`src/rtl/utf8_percent_unit_prefix_cutter_defines.svh`:
```
// Assertion macros for the UTF-8 / percent-escape prefix cutter.
// Used by the RTL files that carry checks; no other dependencies.
`ifndef UTF8_PERCENT_UNIT_PREFIX_CUTTER_DEFINES_SVH
`define UTF8_PERCENT_UNIT_PREFIX_CUTTER_DEFINES_SVH
`ifndef SYNTH
`define UPC_ASSERT(label, clk, rstn, prop) \
  label: assert property (@(posedge clk) disable iff (!rstn) (prop)) \
    else $error("upc assertion failed");
`define UPC_ASSERT_NEXT(label, clk, rstn, ante, cons) \
  label: assert property (@(posedge clk) disable iff (!rstn) (ante) |=> (cons)) \
    else $error("upc assertion failed");
`else
`define UPC_ASSERT(label, clk, rstn, prop)
`define UPC_ASSERT_NEXT(label, clk, rstn, ante, cons)
`endif
`endif

```
`src/rtl/upc_pkg.sv`:
```
// Shared types and constants for the UTF-8 / percent-escape prefix cutter.
// No dependencies.
`timescale 1ns / 1ps
`default_nettype none
package upc_pkg;

  localparam int BUDGET_W = 11;
  localparam logic [BUDGET_W-1:0] BUDGET_RESET = 11'd235;

  // check that applies to the next byte of the open unit
  typedef enum logic [2:0] {
    KIND_NONE = 3'd0,
    KIND_PCT  = 3'd1,
    KIND_CONT = 3'd2,
    KIND_E0   = 3'd3,
    KIND_ED   = 3'd4,
    KIND_F0   = 3'd5,
    KIND_F4   = 3'd6,
    KIND_ANY  = 3'd7
  } kind_t;

  typedef struct packed {
    logic [1:0] left;
    kind_t      kind;
    logic       err;
  } unit_ctl_t;

  localparam logic [7:0] CH_PCT   = 8'h25;
  localparam logic [7:0] LEAD2_LO = 8'hC2;
  localparam logic [7:0] LEAD2_HI = 8'hDF;
  localparam logic [7:0] LEAD_E0  = 8'hE0;
  localparam logic [7:0] LEAD_ED  = 8'hED;
  localparam logic [7:0] LEAD_EF  = 8'hEF;
  localparam logic [7:0] LEAD_F0  = 8'hF0;
  localparam logic [7:0] LEAD_F4  = 8'hF4;
  localparam logic [7:0] CONT_LO  = 8'h80;
  localparam logic [7:0] CONT_HI  = 8'hBF;
  localparam logic [7:0] E0_LO    = 8'hA0;
  localparam logic [7:0] ED_HI    = 8'h9F;
  localparam logic [7:0] F0_LO    = 8'h90;
  localparam logic [7:0] F4_HI    = 8'h8F;

  typedef enum logic {
    REG_BUDGET = 1'b0,
    REG_NONE   = 1'b1
  } reg_idx_t;

endpackage
`default_nettype wire

```
`src/rtl/upc_step.sv`:
```
// Per-byte next-state logic of the prefix cutter: unit parsing, budget
// tracking and the end-of-string result. Depends on upc_pkg.
`timescale 1ns / 1ps
`default_nettype none
module upc_step import upc_pkg::*; #(
  parameter int MAX_BYTES = 1024,
  parameter int OFF_W     = 11
) (
  input  wire logic [OFF_W-1:0]    off,
  input  wire logic [BUDGET_W-1:0] best,
  input  wire unit_ctl_t           ctl,
  input  wire logic [7:0]          data_byte,
  input  wire logic                last_byte,
  input  wire logic [BUDGET_W-1:0] budget,
  output logic [OFF_W-1:0]         off_nxt,
  output logic [BUDGET_W-1:0]      best_nxt,
  output unit_ctl_t                ctl_nxt,
  output logic [BUDGET_W-1:0]      keep_len,
  output logic                     malformed
);

  localparam int CMP_W = (OFF_W > BUDGET_W) ? OFF_W : BUDGET_W;
  localparam logic [OFF_W-1:0] MAX_OFF = OFF_W'(MAX_BYTES);

  logic             sat;
  logic [CMP_W-1:0] end_pos;
  logic             in_budget;
  logic             cont_ok;
  logic [OFF_W-1:0] off_s;
  logic [BUDGET_W-1:0] best_s;
  unit_ctl_t        ctl_s;
  logic             err_f;

  assign sat       = (off >= MAX_OFF);
  assign end_pos   = CMP_W'(off) + CMP_W'(1);
  assign in_budget = (end_pos <= CMP_W'(budget));

  always_comb begin
    case (ctl.kind)
      KIND_PCT: cont_ok = (data_byte >= 8'h30 && data_byte <= 8'h39) ||
                          (data_byte >= 8'h41 && data_byte <= 8'h46);
      KIND_E0:  cont_ok = (data_byte >= E0_LO && data_byte <= CONT_HI);
      KIND_ED:  cont_ok = (data_byte >= CONT_LO && data_byte <= ED_HI);
      KIND_F0:  cont_ok = (data_byte >= F0_LO && data_byte <= CONT_HI);
      KIND_F4:  cont_ok = (data_byte >= CONT_LO && data_byte <= F4_HI);
      KIND_CONT, KIND_ANY:
                cont_ok = (data_byte >= CONT_LO && data_byte <= CONT_HI);
      default:  cont_ok = 1'b0;
    endcase
  end

  always_comb begin
    ctl_s  = ctl;
    best_s = best;
    off_s  = sat ? off : off + OFF_W'(1);
    if (sat) begin
      ctl_s.err = 1'b1;
    end
    // bytes after an error are counted but not parsed
    if (!ctl_s.err) begin
      if (ctl.left == 2'd0) begin
        if (data_byte == CH_PCT) begin
          ctl_s.kind = KIND_PCT;
          ctl_s.left = 2'd2;
        end else if (data_byte < CONT_LO) begin
          if (in_budget) best_s = end_pos[BUDGET_W-1:0];
          ctl_s.kind = KIND_NONE;
        end else if (data_byte >= LEAD2_LO && data_byte <= LEAD2_HI) begin
          ctl_s.kind = KIND_CONT;
          ctl_s.left = 2'd1;
        end else if (data_byte == LEAD_E0) begin
          ctl_s.kind = KIND_E0;
          ctl_s.left = 2'd2;
        end else if (data_byte == LEAD_ED) begin
          ctl_s.kind = KIND_ED;
          ctl_s.left = 2'd2;
        end else if (data_byte > LEAD_E0 && data_byte <= LEAD_EF) begin
          ctl_s.kind = KIND_ANY;
          ctl_s.left = 2'd2;
        end else if (data_byte == LEAD_F0) begin
          ctl_s.kind = KIND_F0;
          ctl_s.left = 2'd3;
        end else if (data_byte == LEAD_F4) begin
          ctl_s.kind = KIND_F4;
          ctl_s.left = 2'd3;
        end else if (data_byte > LEAD_F0 && data_byte < LEAD_F4) begin
          ctl_s.kind = KIND_ANY;
          ctl_s.left = 2'd3;
        end else begin
          ctl_s.err = 1'b1;
        end
      end else if (cont_ok) begin
        ctl_s.left = ctl.left - 2'd1;
        if (ctl.kind != KIND_PCT) ctl_s.kind = KIND_CONT;
        if (ctl.left == 2'd1) begin
          if (in_budget) best_s = end_pos[BUDGET_W-1:0];
          ctl_s.kind = KIND_NONE;
        end
      end else begin
        ctl_s.err = 1'b1;
      end
    end
  end

  // a unit still open at the end is cut off
  assign err_f     = ctl_s.err | (ctl_s.left != 2'd0);
  assign malformed = err_f;
  assign keep_len  = err_f ? '0 : best_s;

  always_comb begin
    if (last_byte) begin
      ctl_nxt  = '{left: 2'd0, kind: KIND_NONE, err: 1'b0};
      best_nxt = '0;
      off_nxt  = '0;
    end else begin
      ctl_nxt  = ctl_s;
      best_nxt = best_s;
      off_nxt  = off_s;
    end
  end

endmodule
`default_nettype wire

```
`src/rtl/utf8_percent_unit_prefix_cutter.sv`:
```
// Channel    | Dir | Word contents
// in_        | in  | tdata[7:0] data_byte, tlast last_byte
// out_       | out | tdata[10:0] keep_len, tuser malformed
// cfg_       | in  | APB, reg 0 at 0x0: byte_budget[10:0]
// One byte per cycle sustained: a byte is held in the input register, then
// the step logic updates the running state and, on the last byte, loads
// the result register. A stall on out_ holds only a last byte in the input
// register; other bytes keep flowing. Reset (rst_n, synchronous) clears all
// parse state and sets byte_budget to 235.
// Top level of the UTF-8 / percent-escape prefix cutter.
// Depends on upc_pkg, upc_step and the assertion macro header.
`timescale 1ns / 1ps
`default_nettype none
`include "utf8_percent_unit_prefix_cutter_defines.svh"
module utf8_percent_unit_prefix_cutter import upc_pkg::*; #(
  parameter int MAX_BYTES = 1024
) (
  input  wire logic        clk,
  input  wire logic        rst_n,
  input  wire logic        in_tvalid,
  output logic             in_tready,
  input  wire logic [7:0]  in_tdata,   // [7:0] data_byte
  input  wire logic        in_tlast,   // last_byte
  output logic             out_tvalid,
  input  wire logic        out_tready,
  output logic [15:0]      out_tdata,  // [10:0] keep_len, rest zero
  output logic             out_tuser,  // malformed
  input  wire logic        cfg_psel,
  input  wire logic        cfg_penable,
  input  wire logic        cfg_pwrite,
  input  wire logic [2:0]  cfg_paddr,
  input  wire logic [31:0] cfg_pwdata,
  output logic [31:0]      cfg_prdata,
  output logic             cfg_pready
);

  localparam int OFF_W = $clog2(MAX_BYTES + 1);
  localparam logic [OFF_W-1:0] MAX_OFF = OFF_W'(MAX_BYTES);

  logic [BUDGET_W-1:0] budget_r;
  reg_idx_t            cfg_idx;

  logic                in_v_r;
  logic [7:0]          in_byte_r;
  logic                in_last_r;
  logic                fire;

  logic [OFF_W-1:0]    off_r, off_nxt;
  logic [BUDGET_W-1:0] best_r, best_nxt;
  unit_ctl_t           ctl_r, ctl_nxt;

  logic [BUDGET_W-1:0] res_len;
  logic                res_bad;
  logic                out_v_r;
  logic [BUDGET_W-1:0] out_len_r;
  logic                out_bad_r;

  // configuration
  assign cfg_pready = 1'b1;
  assign cfg_idx    = reg_idx_t'(cfg_paddr[2]);

  always_comb begin
    case (cfg_idx)
      REG_BUDGET: cfg_prdata = {{(32-BUDGET_W){1'b0}}, budget_r};
      default:    cfg_prdata = '0;
    endcase
  end

  always_ff @(posedge clk) begin
    if (!rst_n) begin
      budget_r <= BUDGET_RESET;
    end else if (cfg_psel && cfg_penable && cfg_pwrite && cfg_pready &&
                 cfg_idx == REG_BUDGET) begin
      budget_r <= cfg_pwdata[BUDGET_W-1:0];
    end
  end

  // a last byte may only advance when the result register is free
  assign fire      = in_v_r && (!in_last_r || !out_v_r || out_tready);
  assign in_tready = !in_v_r || fire;

  upc_step #(
    .MAX_BYTES (MAX_BYTES),
    .OFF_W     (OFF_W)
  ) u_step (
    .off       (off_r),
    .best      (best_r),
    .ctl       (ctl_r),
    .data_byte (in_byte_r),
    .last_byte (in_last_r),
    .budget    (budget_r),
    .off_nxt   (off_nxt),
    .best_nxt  (best_nxt),
    .ctl_nxt   (ctl_nxt),
    .keep_len  (res_len),
    .malformed (res_bad)
  );

  always_ff @(posedge clk) begin
    if (!rst_n) begin
      in_v_r  <= 1'b0;
      out_v_r <= 1'b0;
      off_r   <= '0;
      best_r  <= '0;
      ctl_r   <= '{left: 2'd0, kind: KIND_NONE, err: 1'b0};
    end else begin
      if (in_tvalid && in_tready) begin
        in_v_r <= 1'b1;
      end else if (fire) begin
        in_v_r <= 1'b0;
      end
      if (fire) begin
        off_r  <= off_nxt;
        best_r <= best_nxt;
        ctl_r  <= ctl_nxt;
      end
      if (fire && in_last_r) begin
        out_v_r <= 1'b1;
      end else if (out_tready) begin
        out_v_r <= 1'b0;
      end
    end
  end

  always_ff @(posedge clk) begin
    if (in_tvalid && in_tready) begin
      in_byte_r <= in_tdata;
      in_last_r <= in_tlast;
    end
    if (fire && in_last_r) begin
      out_len_r <= res_len;
      out_bad_r <= res_bad;
    end
  end

  assign out_tvalid = out_v_r;
  assign out_tdata  = {{(16-BUDGET_W){1'b0}}, out_len_r};
  assign out_tuser  = out_bad_r;

  `UPC_ASSERT(a_bad_zero_len, clk, rst_n, !(out_v_r && out_bad_r) || out_len_r == '0)
  `UPC_ASSERT(a_idle_kind, clk, rst_n, ctl_r.left != 2'd0 || ctl_r.kind == KIND_NONE)
  `UPC_ASSERT(a_off_bound, clk, rst_n, off_r <= MAX_OFF)
  `UPC_ASSERT_NEXT(a_last_clears, clk, rst_n, fire && in_last_r,
    off_r == '0 && best_r == '0 && !ctl_r.err && out_v_r)

endmodule
`default_nettype wire

```
`config.mk`:
```
export PLATFORM = sky130hd
export DESIGN_NAME = utf8_percent_unit_prefix_cutter
export DESIGN_NICKNAME = d
export VERILOG_FILES = /design/src/rtl/upc_pkg.sv /design/src/rtl/upc_step.sv /design/src/rtl/utf8_percent_unit_prefix_cutter.sv
export VERILOG_INCLUDE_DIRS = /design/src /design/src/rtl
export SDC_FILE = /design/constraint.sdc
export NUM_CORES = 1
export LEC_CHECK = 0
export ABC_AREA = 1
export BUFFER_PORTS_ARGS = -buffer_cell sky130_fd_sc_hd__buf_2
export CAP_MARGIN = 15
export CORE_MARGIN = 8
export CORE_UTILIZATION = 52
export CTS_CLUSTER_DIAMETER = 120
export DETAILED_ROUTE_END_ITERATION = 16
export GPL_TIMING_DRIVEN = 0
export PLACE_DENSITY = 0.78
export SYNTH_ARGS = -nofsm -noshare
export SYNTH_HDL_FRONTEND = slang
export SYNTH_HIERARCHICAL = 1
export SYNTH_SLANG_ARGS = --single-unit
```
`constraint.sdc`:
```
create_clock -name clk -period 3.75 [get_ports clk]
set_input_delay 0.375 -clock clk [delete_from_list [all_inputs] [get_ports clk]]
set_output_delay 0.375 -clock clk [all_outputs]
set_load 0.05 [all_outputs]
```
==> run metrics, run 1 <==
status=finished clean; Final GP Congestion=0.8944; post-placement cell count=963; row cnt=35; asr flop ratio synth=0; critical path class=reg2reg; actual slew at the worst max-slew pin=659.2 ps; Clock Sink Count=62; DRC viols=0; Synth Instances=775; first-pass GRT wire length=19890 µm; Post-synth top cells=nand2_1 (183), inv_1 (137), nor2_1 (90); arrival time at the worst endpoint=3650 ps; final worst slack=336.1 ps; CP startpoint=off_r[0]; most frequent cell after synthesis=nand2_1; Mapped Area=4890 µm²; Layout area overhead=14.87%; CP Launch Type=flip-flop; Initial Util=0.5317; largest net degree at the start of global routing=13; TritonRoute pass-1 iters=5; Ys Warns=6; clk slew on worst S/H paths=80 ps; Die Wd=113.0 µm; setup bufs post-CTS=0; clk_lat worst skew=350 ps; Seq/Total Area, Yosys=0.2968; RSZ-0062 raised after global routing=false; Yosys cell types=40; Max FO, Critical Path=10; DR WL/cell=12.27 µm; Leakage=0.002959 µW; Main synth FF type=dfxtp_1; GRT Resource Usage Total=0.1881; CTS H-tree lvls=3; CTS tree=built; initial antenna violation count=0; CTS max path bufs=2; CP Cell Sequence=ha_1 -> nand3_1 -> nor2_2 -> nand4_1 -> xor2_2 -> inv_1 -> ha_1 -> nand2_1 -> nor2_1 -> and2_1 -> nand2_1 -> nand3_1 -> nand2_1 -> inv_1 -> clkbuf_2 -> nand2_1 -> nand3_1 -> nand2_1 -> nand2_1 -> nor2_1 -> inv_1 -> nand3_2 -> nand2_1 -> nor2_1; EDFF count, synth=21; Fin. Hold Viols=0; Hold-fix buffers, CTS=0; CTS root buf=clkbuf_8; biggest area consumer among synthesized cells=dfxtp_1; Non-Filler Instances=979; Slowest cell on crit path=dfxtp_2; Die Ht=113.0 µm; layout cell share with drive strength beyond 1=0.1878; Antenna Nets Post-Route=0; CP max stage delay=430 ps; DR iter-0 viols=385; layout filler cell count=932; FF-to-FF setup slack=340 ps; final setup violation count=0; Rel. slew slack=0.5589; Core ar.=9196 µm²; Num CTS Buffers=9; Worst path top cell family by delay=simple AND/OR/NAND/NOR gates; vias=4878; Worst VDD drop=296.9 µV; Antenna Cells=0; count of pins over their slew limit=0; crit-path most repeated cell=nand2_1; Die Area=12760 µm²; Buf/Inv on CP=4; I/O Buffers=52; Clock Skew=14.53 ps; pwr/cell area=357.4 nW/µm²; fin area=5617 µm²; top post-synthesis cells by area=dfxtp_1 (17%), nand2_1 (14%), edfxtp_1 (13%); hold path start=in_tdata[2]; final WL=12020 µm; grt total ovfl=0; Post-DP Area=5383 µm²; post-DR vias/cell=4.983; vias in the first global route=4146; Worst R2R Start=off_r[0]; final worst path period share=0.9104; pre-CTS setup slack=1.015 ps; Mean Syn Cell Area=6.309 µm²; Max-Cap Viols=0; Final Net Count=929; setup TNS=0 ps; Hold/Removal Path Class=in2reg; Final min period=3414 ps; CP endpoint kind=flip-flop; Power Total=2007 µW; #FFs+latches synth=62; top cell type's share of synthesized area=0.1679; Crit path required time=3990 ps; FMAX=0.2929 GHz; HPWL after DPL=8906 µm; IO Pins=103
cells by family (layout without fill, tap and decap cells):
| group | count (synthesis) | after routing | share of synthesized area |
|---|---|---|---|
| and+or+nand+nor | 391 | 391 | 0.3570 |
| buffers and inverters | 202 | 270 | 0.1873 |
| AOI/OAI and AO/OA | 97 | 97 | 0.1082 |
| DFF | 62 | 62 | 0.2968 |
| adders and majority gates | 15 | 15 | 0.03838 |
| xor gates and xnor gates | 6 | 6 | 0.01075 |
| other | 2 | 27 | 0.001536 |
layout by cell type (no fill, tap or decap), drive strengths merged, types with 2 or more instances in the layout:
master and instances:
nand2 188, inv 142, nor2 104, buf 98, nand3 82, a21oi 49
dfxtp 41, o21ai 38, conb 27, clkbuf 26, edfxtp 21, ha 15
nand4 7, xor2 6, nor3 5, a21boi 2, or2 2, clkinv 2
a31oi 2
path summary, 6_finish.rpt:
kind,to,cells past startpoint
setup / recovery,best_r[9],24
hold / removal,in_byte_r[2],1
setup reg to reg,best_r[9],24
hold reg to reg,budget_r[7],2
cell type report:
| type | instances | area, µm² | share of cell area |
|---|---|---|---|
| Clock inverter | 4 | 52.55 | 0.009356 |
| Buffer | 60 | 384.1 | 0.06839 |
| Tap cell | 111 | 138.9 | 0.02473 |
| Multi-Input combinational cell | 536 | 2640 | 0.4700 |
| Sequential cell | 62 | 1453 | 0.2586 |
| Timing Repair Buffer | 52 | 260.3 | 0.04634 |
| Clock buffer | 12 | 155.1 | 0.02762 |
| Inverter | 142 | 533.0 | 0.09490 |
report_power, final:
| part | switching, µW | internal [µW] | leakage (µW) |
|---|---|---|---|
| combinational | 410 | 193 | 0.00232 |
| sequential | 38.2 | 736 | 0.000532 |
| clock | 283 | 347 | 0.000104 |
registers in the layout, indices dropped and copies added, names as in the netlist:
register and cells:
best_r 11, budget_r 11, ctl_r 6, in_byte_r 8
in_last_r 1, in_v_r 1, off_r 11, out_len_r 11
out_tuser 1, out_tvalid 1
repair_timing:
item | CTS | global route
setup endpoints to repair | 7 | 18
pin swaps | 0 | 0
resized for setup | 1 | 6
gates cloned | 0 | 0
layer usage:
| layer | part of all wire | global-route usage |
|---|---|---|
| met5 | 0 | 0 |
| met1 | 0.47 | 0.2580 |
| met4 | 0.016 | 0.06217 |
| met2 | 0.44 | 0.2881 |
| met3 | 0.072 | 0.03834 |
stage by stage:
stage          utilization  hold slack, ps
6_report            0.6107           204.8
5_1_grt             0.6107           189.3
4_1_cts             0.6080           199.0
3_5_place_dp        0.5853           473.6
3_3_place_gp        0.5853           461.2
2_1_floorplan            -           450.6
Power figures use the tool's default switching activity.
==> inputs of run 2 (changes only) <==
CORE_UTILIZATION = 50   (was 52)
PLACE_DENSITY = 0.75   (was 0.78)
RECOVER_POWER = 100   (was default)
==> run metrics, run 2 (synthesis gave the netlist of run 1 again) <==
CTS tree=built; Max FO, Critical Path=10 (unchanged); DR WL/cell=11.86 µm (-3.4%); count of pins over their slew limit=0 (unchanged); Crit path required time=3990 ps (about the same); Antenna Cells=0 (unchanged); CTS H-tree lvls=3 (unchanged); TritonRoute pass-1 iters=4 (-1); post-placement cell count=985 (+2.3%); final setup violation count=0 (unchanged); Num CTS Buffers=9 (unchanged); Max-Cap Viols=0 (unchanged); DRC viols=0 (unchanged); Slowest cell on crit path=dfxtp_2; Die Ht=114.9 µm (+1.7%); Clock Sink Count=62 (unchanged); HPWL after DPL=9148 µm (+2.7%); Non-Filler Instances=1001 (+2.2%); Leakage=0.002852 µW (-3.6%); Core ar.=9639 µm² (+4.8%); IO Pins=103 (unchanged); Worst path top cell family by delay=simple AND/OR/NAND/NOR gates; final worst path period share=0.9287 (+0.01838); first-pass GRT wire length=19890 µm (about the same); RSZ-0062 raised after global routing=false; Antenna Nets Post-Route=0 (unchanged); commonest cells after routing, fill and taps aside=nand2_1 (185), inv_1 (138), nor2_1 (88), nand3_1 (68), a21oi_1 (48); largest net degree at the start of global routing=13 (unchanged); clk_lat worst skew=340 ps (about the same); CP max stage delay=440 ps (about the same); arrival time at the worst endpoint=3720 ps (+70 ps); Clock Skew=8.264 ps (-6.265 ps); actual slew at the worst max-slew pin=629.1 ps (-30.09 ps); Buf/Inv on CP=4 (unchanged); crit-path most repeated cell=nand2_1; Worst VDD drop=187.1 µV (-37%); CP Cell Sequence=ha_1 -> nand3_1 -> nor2_2 -> nand2_1 -> xor2_1 -> inv_1 -> ha_1 -> nand2_1 -> nor2_1 -> and2_1 -> nand2_1 -> nand3_1 -> nand2_1 -> inv_1 -> buf_2 -> nand2_1 -> nand3_1 -> nand2_1 -> nand2_1 -> nor2_1 -> inv_1 -> nand3_2 -> nand2_1 -> nor2_1; CTS root buf=clkbuf_8; final WL=11870 µm (-1.2%); Final Net Count=929 (unchanged); pre-CTS setup slack=-84.74 ps (-85.76 ps); DR iter-0 viols=309 (-20%); final worst slack=267.2 ps (-68.91 ps); clk slew on worst S/H paths=80 ps (about the same); Hold-fix buffers, CTS=0 (unchanged); commonest non-fill, non-tap cell in the layout=nand2_1; Hold/Removal Path Class=in2reg; Layout area overhead=13.77%; GRT Resource Usage Total=0.1838 (-0.004266); vias in the first global route=4321 (+4.2%); post-DR vias/cell=4.702 (-5.6%); CTS max path bufs=2 (unchanged); fin util=0.5771 (-0.03364); CP Launch Type=flip-flop; pwr/cell area=352.5 nW/µm² (-1.4%); Fin. Hold Viols=0 (unchanged); critical path class=reg2reg; row cnt=36 (+2.9%); vias=4707 (-3.5%); CP endpoint kind=flip-flop; Final min period=3483 ps (+68.91 ps); grt total ovfl=0 (unchanged); I/O Buffers=52 (unchanged); Die Area=13200 µm² (+3.4%); Final GP Congestion=0.9310 (+4.1%); hold slack final=205.2 ps (+0.3960 ps); Die Wd=114.9 µm (+1.7%); FMAX=0.2871 GHz (-2.0%); status=finished clean; Rel. slew slack=0.5824 (+0.02348); initial antenna violation count=0 (unchanged); Initial Util=0.5073 (-0.02443); layout cell share with drive strength beyond 1=0.1452 (-0.04263)
[run 2: cell count changes in the layout (fill, tap and decap cells not counted), sizes merged]
cell and delta:
clkinv +2, clkbuf +27, buf -30, inv -1, clkinvlp +2
[run 2: layout make-up]
cell class                      instances  area [µm²]
Fill cell                             982        4076
Multi-Input combinational cell        536        2615
Sequential cell                        62        1453
Inverter                              142       533.0
Buffer                                 60       370.4
Timing Repair Buffer                   52       227.7
Tap cell                              133       166.4
Clock buffer                            9       123.9
Clock inverter                          7       73.82
[run 2: worst paths after layout]
check                            startpoint      endpoint  slack (ps)  cells past startpoint
worst max-delay path               off_r[0]     best_r[4]         270                     24
worst min-delay path            in_tdata[2]  in_byte_r[2]         210                      1
worst max register to register     off_r[0]     best_r[4]         270                     24
worst min register to register  budget_r[1]   budget_r[1]         490                      2
[run 2: stage by stage]
stage	setup TNS, ps	power (µW)	instance area (µm²)
after floorplan	0	1257	4984
after global placement	-64.78	1370	5410
after detailed placement	-411.5	1376	5410
after CTS	0	1971	5609
after global routing	0	2084	5563
final	0	1961	5563
[run 2: worst reg2reg max path: stages (launching register included)]
cell and delay, ps:
dfxtp_2 440, ha_1 220, nand3_1 120, nor2_2 180
nand2_1 90, xor2_1 350, inv_1 90, ha_1 300
nand2_1 70, nor2_1 110, and2_1 130, nand2_1 50
nand3_1 140, nand2_1 110, inv_1 80, buf_2 240
nand2_1 100, nand3_1 100, nand2_1 50, nand2_1 100
nor2_1 50, inv_1 80, nand3_2 70, nand2_1 70
nor2_1 40
[run 2: timing repair]
item	CTS	global route
endpoints found under the setup margin	10	22
setup buffers	0	0
resized for setup	1	5
[run 2: report_power, final]
part | leakage (µW) | switching, µW | total (µW) | internal, µW
sequential | 0.000532 | 39.5 | 775 | 736
combinational | 0.00223 | 403 | 589 | 186
clock | 0.0000895 | 289 | 597 | 308
total | 0.00285 | 731 | 1960 | 1230
[run 2: layer usage]
layer,vias to the layer above,GRT usage,part of all wire,wire [µm]
met1,2027,0.2381,0.47,5607
met5,-,0,0,0
li1,2528,-,-,-
met4,0,0.03765,0.0056,66
met3,8,0.04044,0.070,828
met2,144,0.3063,0.45,5365
==> inputs of run 3 (changes only) <==
CORE_MARGIN = default   (was 8)
==> run metrics, run 3 (synthesis gave the netlist of run 1 again) <==
Reg power frac=0.408 (+0.013); CP max stage delay=430 ps (about the same); first-pass GRT wire length=19950 µm (+0.28%); HPWL after DPL=9034 µm (-1.3%); sw frac=0.3813 (+0.008395); final setup violation count=0 (unchanged); Antenna Nets Post-Route=0 (unchanged); fin area=5563 µm² (unchanged); Clock power frac=0.276 (-0.028); vias=5037 (+7.0%); Power Total=1904 µW (-2.9%); I/O Buffers=52 (unchanged); CP Launch Type=flip-flop; Post-DP Area=5405 µm² (about the same); DRC viols=0 (unchanged); Final Net Count=931 (+0.22%); layout cell share with drive strength beyond 1=0.1517 (+0.006563); Clock Sink Count=62 (unchanged); Final min period=3487 ps (+4.486 ps); Final GP Congestion=0.9177 (-1.4%); critical path class=reg2reg; CP Depth=24 (unchanged); Layout area overhead=13.77% (unchanged); Core ar.=9371 µm² (-2.8%); Hold Path Depth=1 (unchanged); setup TNS=0 ps (unchanged); Die Ht=100.9 µm (-12%); actual slew at the worst max-slew pin=619.7 ps (-9.387 ps); Worst R2R Start=off_r[0]; DR WL/cell=12.21 µm (+2.9%); FMAX=0.2868 GHz (-0.13%); CTS root buf=clkbuf_8; commonest cells after routing, fill and taps aside=nand2_1 (183), inv_1 (137), nor2_1 (89), nand3_1 (67), a21oi_1 (47); CTS max path bufs=2 (unchanged); TritonRoute pass-1 iters=5 (+1); CTS tree=built; commonest non-fill, non-tap cell in the layout=nand2_1; status=finished clean; Hold-fix buffers, CTS=0 (unchanged); CP Cell Sequence=ha_1 -> nand3_1 -> nor2_2 -> nand4_1 -> xor2_2 -> inv_1 -> ha_1 -> nand2_1 -> nor2_1 -> and2_1 -> nand2_1 -> nand3_1 -> nand2_1 -> inv_1 -> clkbuf_2 -> nand2_1 -> nand3_1 -> nand2_1 -> nand2_1 -> nor2_1 -> inv_1 -> nand3_2 -> nand2_1 -> nor2_1; arrival time at the worst endpoint=3730 ps (about the same); clk_lat worst skew=350 ps (about the same); hold path start=in_tdata[4]; crit-path most repeated cell=nand2_1; R2R depth=24 (unchanged); largest net degree at the start of global routing=13 (unchanged); row cnt=35 (-2.8%); count of pins over their slew limit=0 (unchanged); vias in the first global route=4491 (+3.9%); Psw=726.0 µW (-0.72%); final worst path period share=0.9299 (+0.001196); Worst VDD drop=210.1 µV (+12%); Leakage=0.002857 µW (+0.17%); IO Pins=103 (unchanged); Slowest cell on crit path=dfxtp_2; layout filler cell count=960 (-2.2%); GRT Resource Usage Total=0.2460 (+0.06216); Crit path required time=3990 ps (about the same); Antenna Cells=0 (unchanged); Fin. Hold Viols=0 (unchanged); initial antenna violation count=0 (unchanged); Max FO, Critical Path=10 (unchanged); Num CTS Buffers=9 (unchanged); final WL=12190 µm (+2.7%); clk slew on worst S/H paths=80 ps (about the same); Buf/Inv on CP=4 (unchanged); grt total ovfl=0 (unchanged); DR iter-0 viols=308 (-0.32%); Initial Util=0.5218 (+0.01449); hold slack final=204.9 ps (-0.3530 ps); Hold/Removal Path Class=in2reg; Cell Int Power=1178 µW (-4.2%); FF-to-FF setup slack=260 ps (about the same); post-DR vias/cell=5.042 (+7.2%); Rel. slew slack=0.5853 (+0.002935); CP endpoint kind=flip-flop; Clock Skew=14.07 ps (+5.804 ps); pwr/cell area=342.3 nW/µm² (-2.9%); CTS H-tree lvls=3 (unchanged); Die Area=10180 µm² (-23%); Die Wd=100.9 µm (-12%); Max-Cap Viols=0 (unchanged); RR Endpoint=best_r[9]; Comb power frac=0.316 (+0.016); Worst path top cell family by delay=simple AND/OR/NAND/NOR gates; Hold Path End=in_byte_r[4]
## run 3: power groups by stage
stage               clock (µW)  combinational, µW  sequential [µW]
floorplan                    0                458              800
global placement             0                579              787
detailed placement           0                592              789
CTS                        527                595              774
global route               552                670              782
finish                     526                602              776
## run 3: per-stage QoR
step | instances | util | worst slack, ps
after floorplan | 800 | - | 740.0
after global placement | 981 | 0.5768 | 6.058
after detailed placement | 981 | 0.5768 | -68.80
after CTS | 997 | 0.5948 | 88.89
after global routing | 999 | 0.5936 | -43.91
final | 999 | 0.5936 | 262.7
## run 3: final cells by class
cell class,count,area [µm²],area share
clock buffer,11,141.4,0.02542
sequential,62,1453,0.2611
buffer,60,377.9,0.06793
tap,129,161.4,0.02901
inverter,142,533.0,0.09582
multi-input combinational,536,2629,0.4726
clock inverter,5,26.28,0.004723
timing repair buffer,54,241.5,0.04341
## run 3: worst max path at each step
| stage | to | from | slack, ps |
|---|---|---|---|
| 5_1_grt | best_r[8] | off_r[0] | -40 |
| 2_1_floorplan | best_r[5] | off_r[0] | 740 |
| 4_1_cts | best_r[8] | off_r[0] | 90 |
| 3_5_place_dp | best_r[9] | off_r[0] | -70 |
| 6_report | best_r[9] | off_r[0] | 260 |
| 3_3_place_gp | best_r[7] | off_r[0] | 6 |
## run 3: repair_timing
action	in CTS	in global routing
buffers inserted	0	2
endpoints found under the setup margin	10	22
resized for setup	1	5
pin swaps	0	1
gates cloned	0	0
## run 3: routing by layer
| layer | track usage | share of wire | up-vias |
|---|---|---|---|
| met5 | 0 | 0 | - |
| met4 | 0.07581 | 0.021 | 0 |
| met3 | 0.03329 | 0.071 | 31 |
| met2 | 0.4226 | 0.46 | 210 |
| met1 | 0.3201 | 0.45 | 2259 |
| li1 | - | - | 2537 |
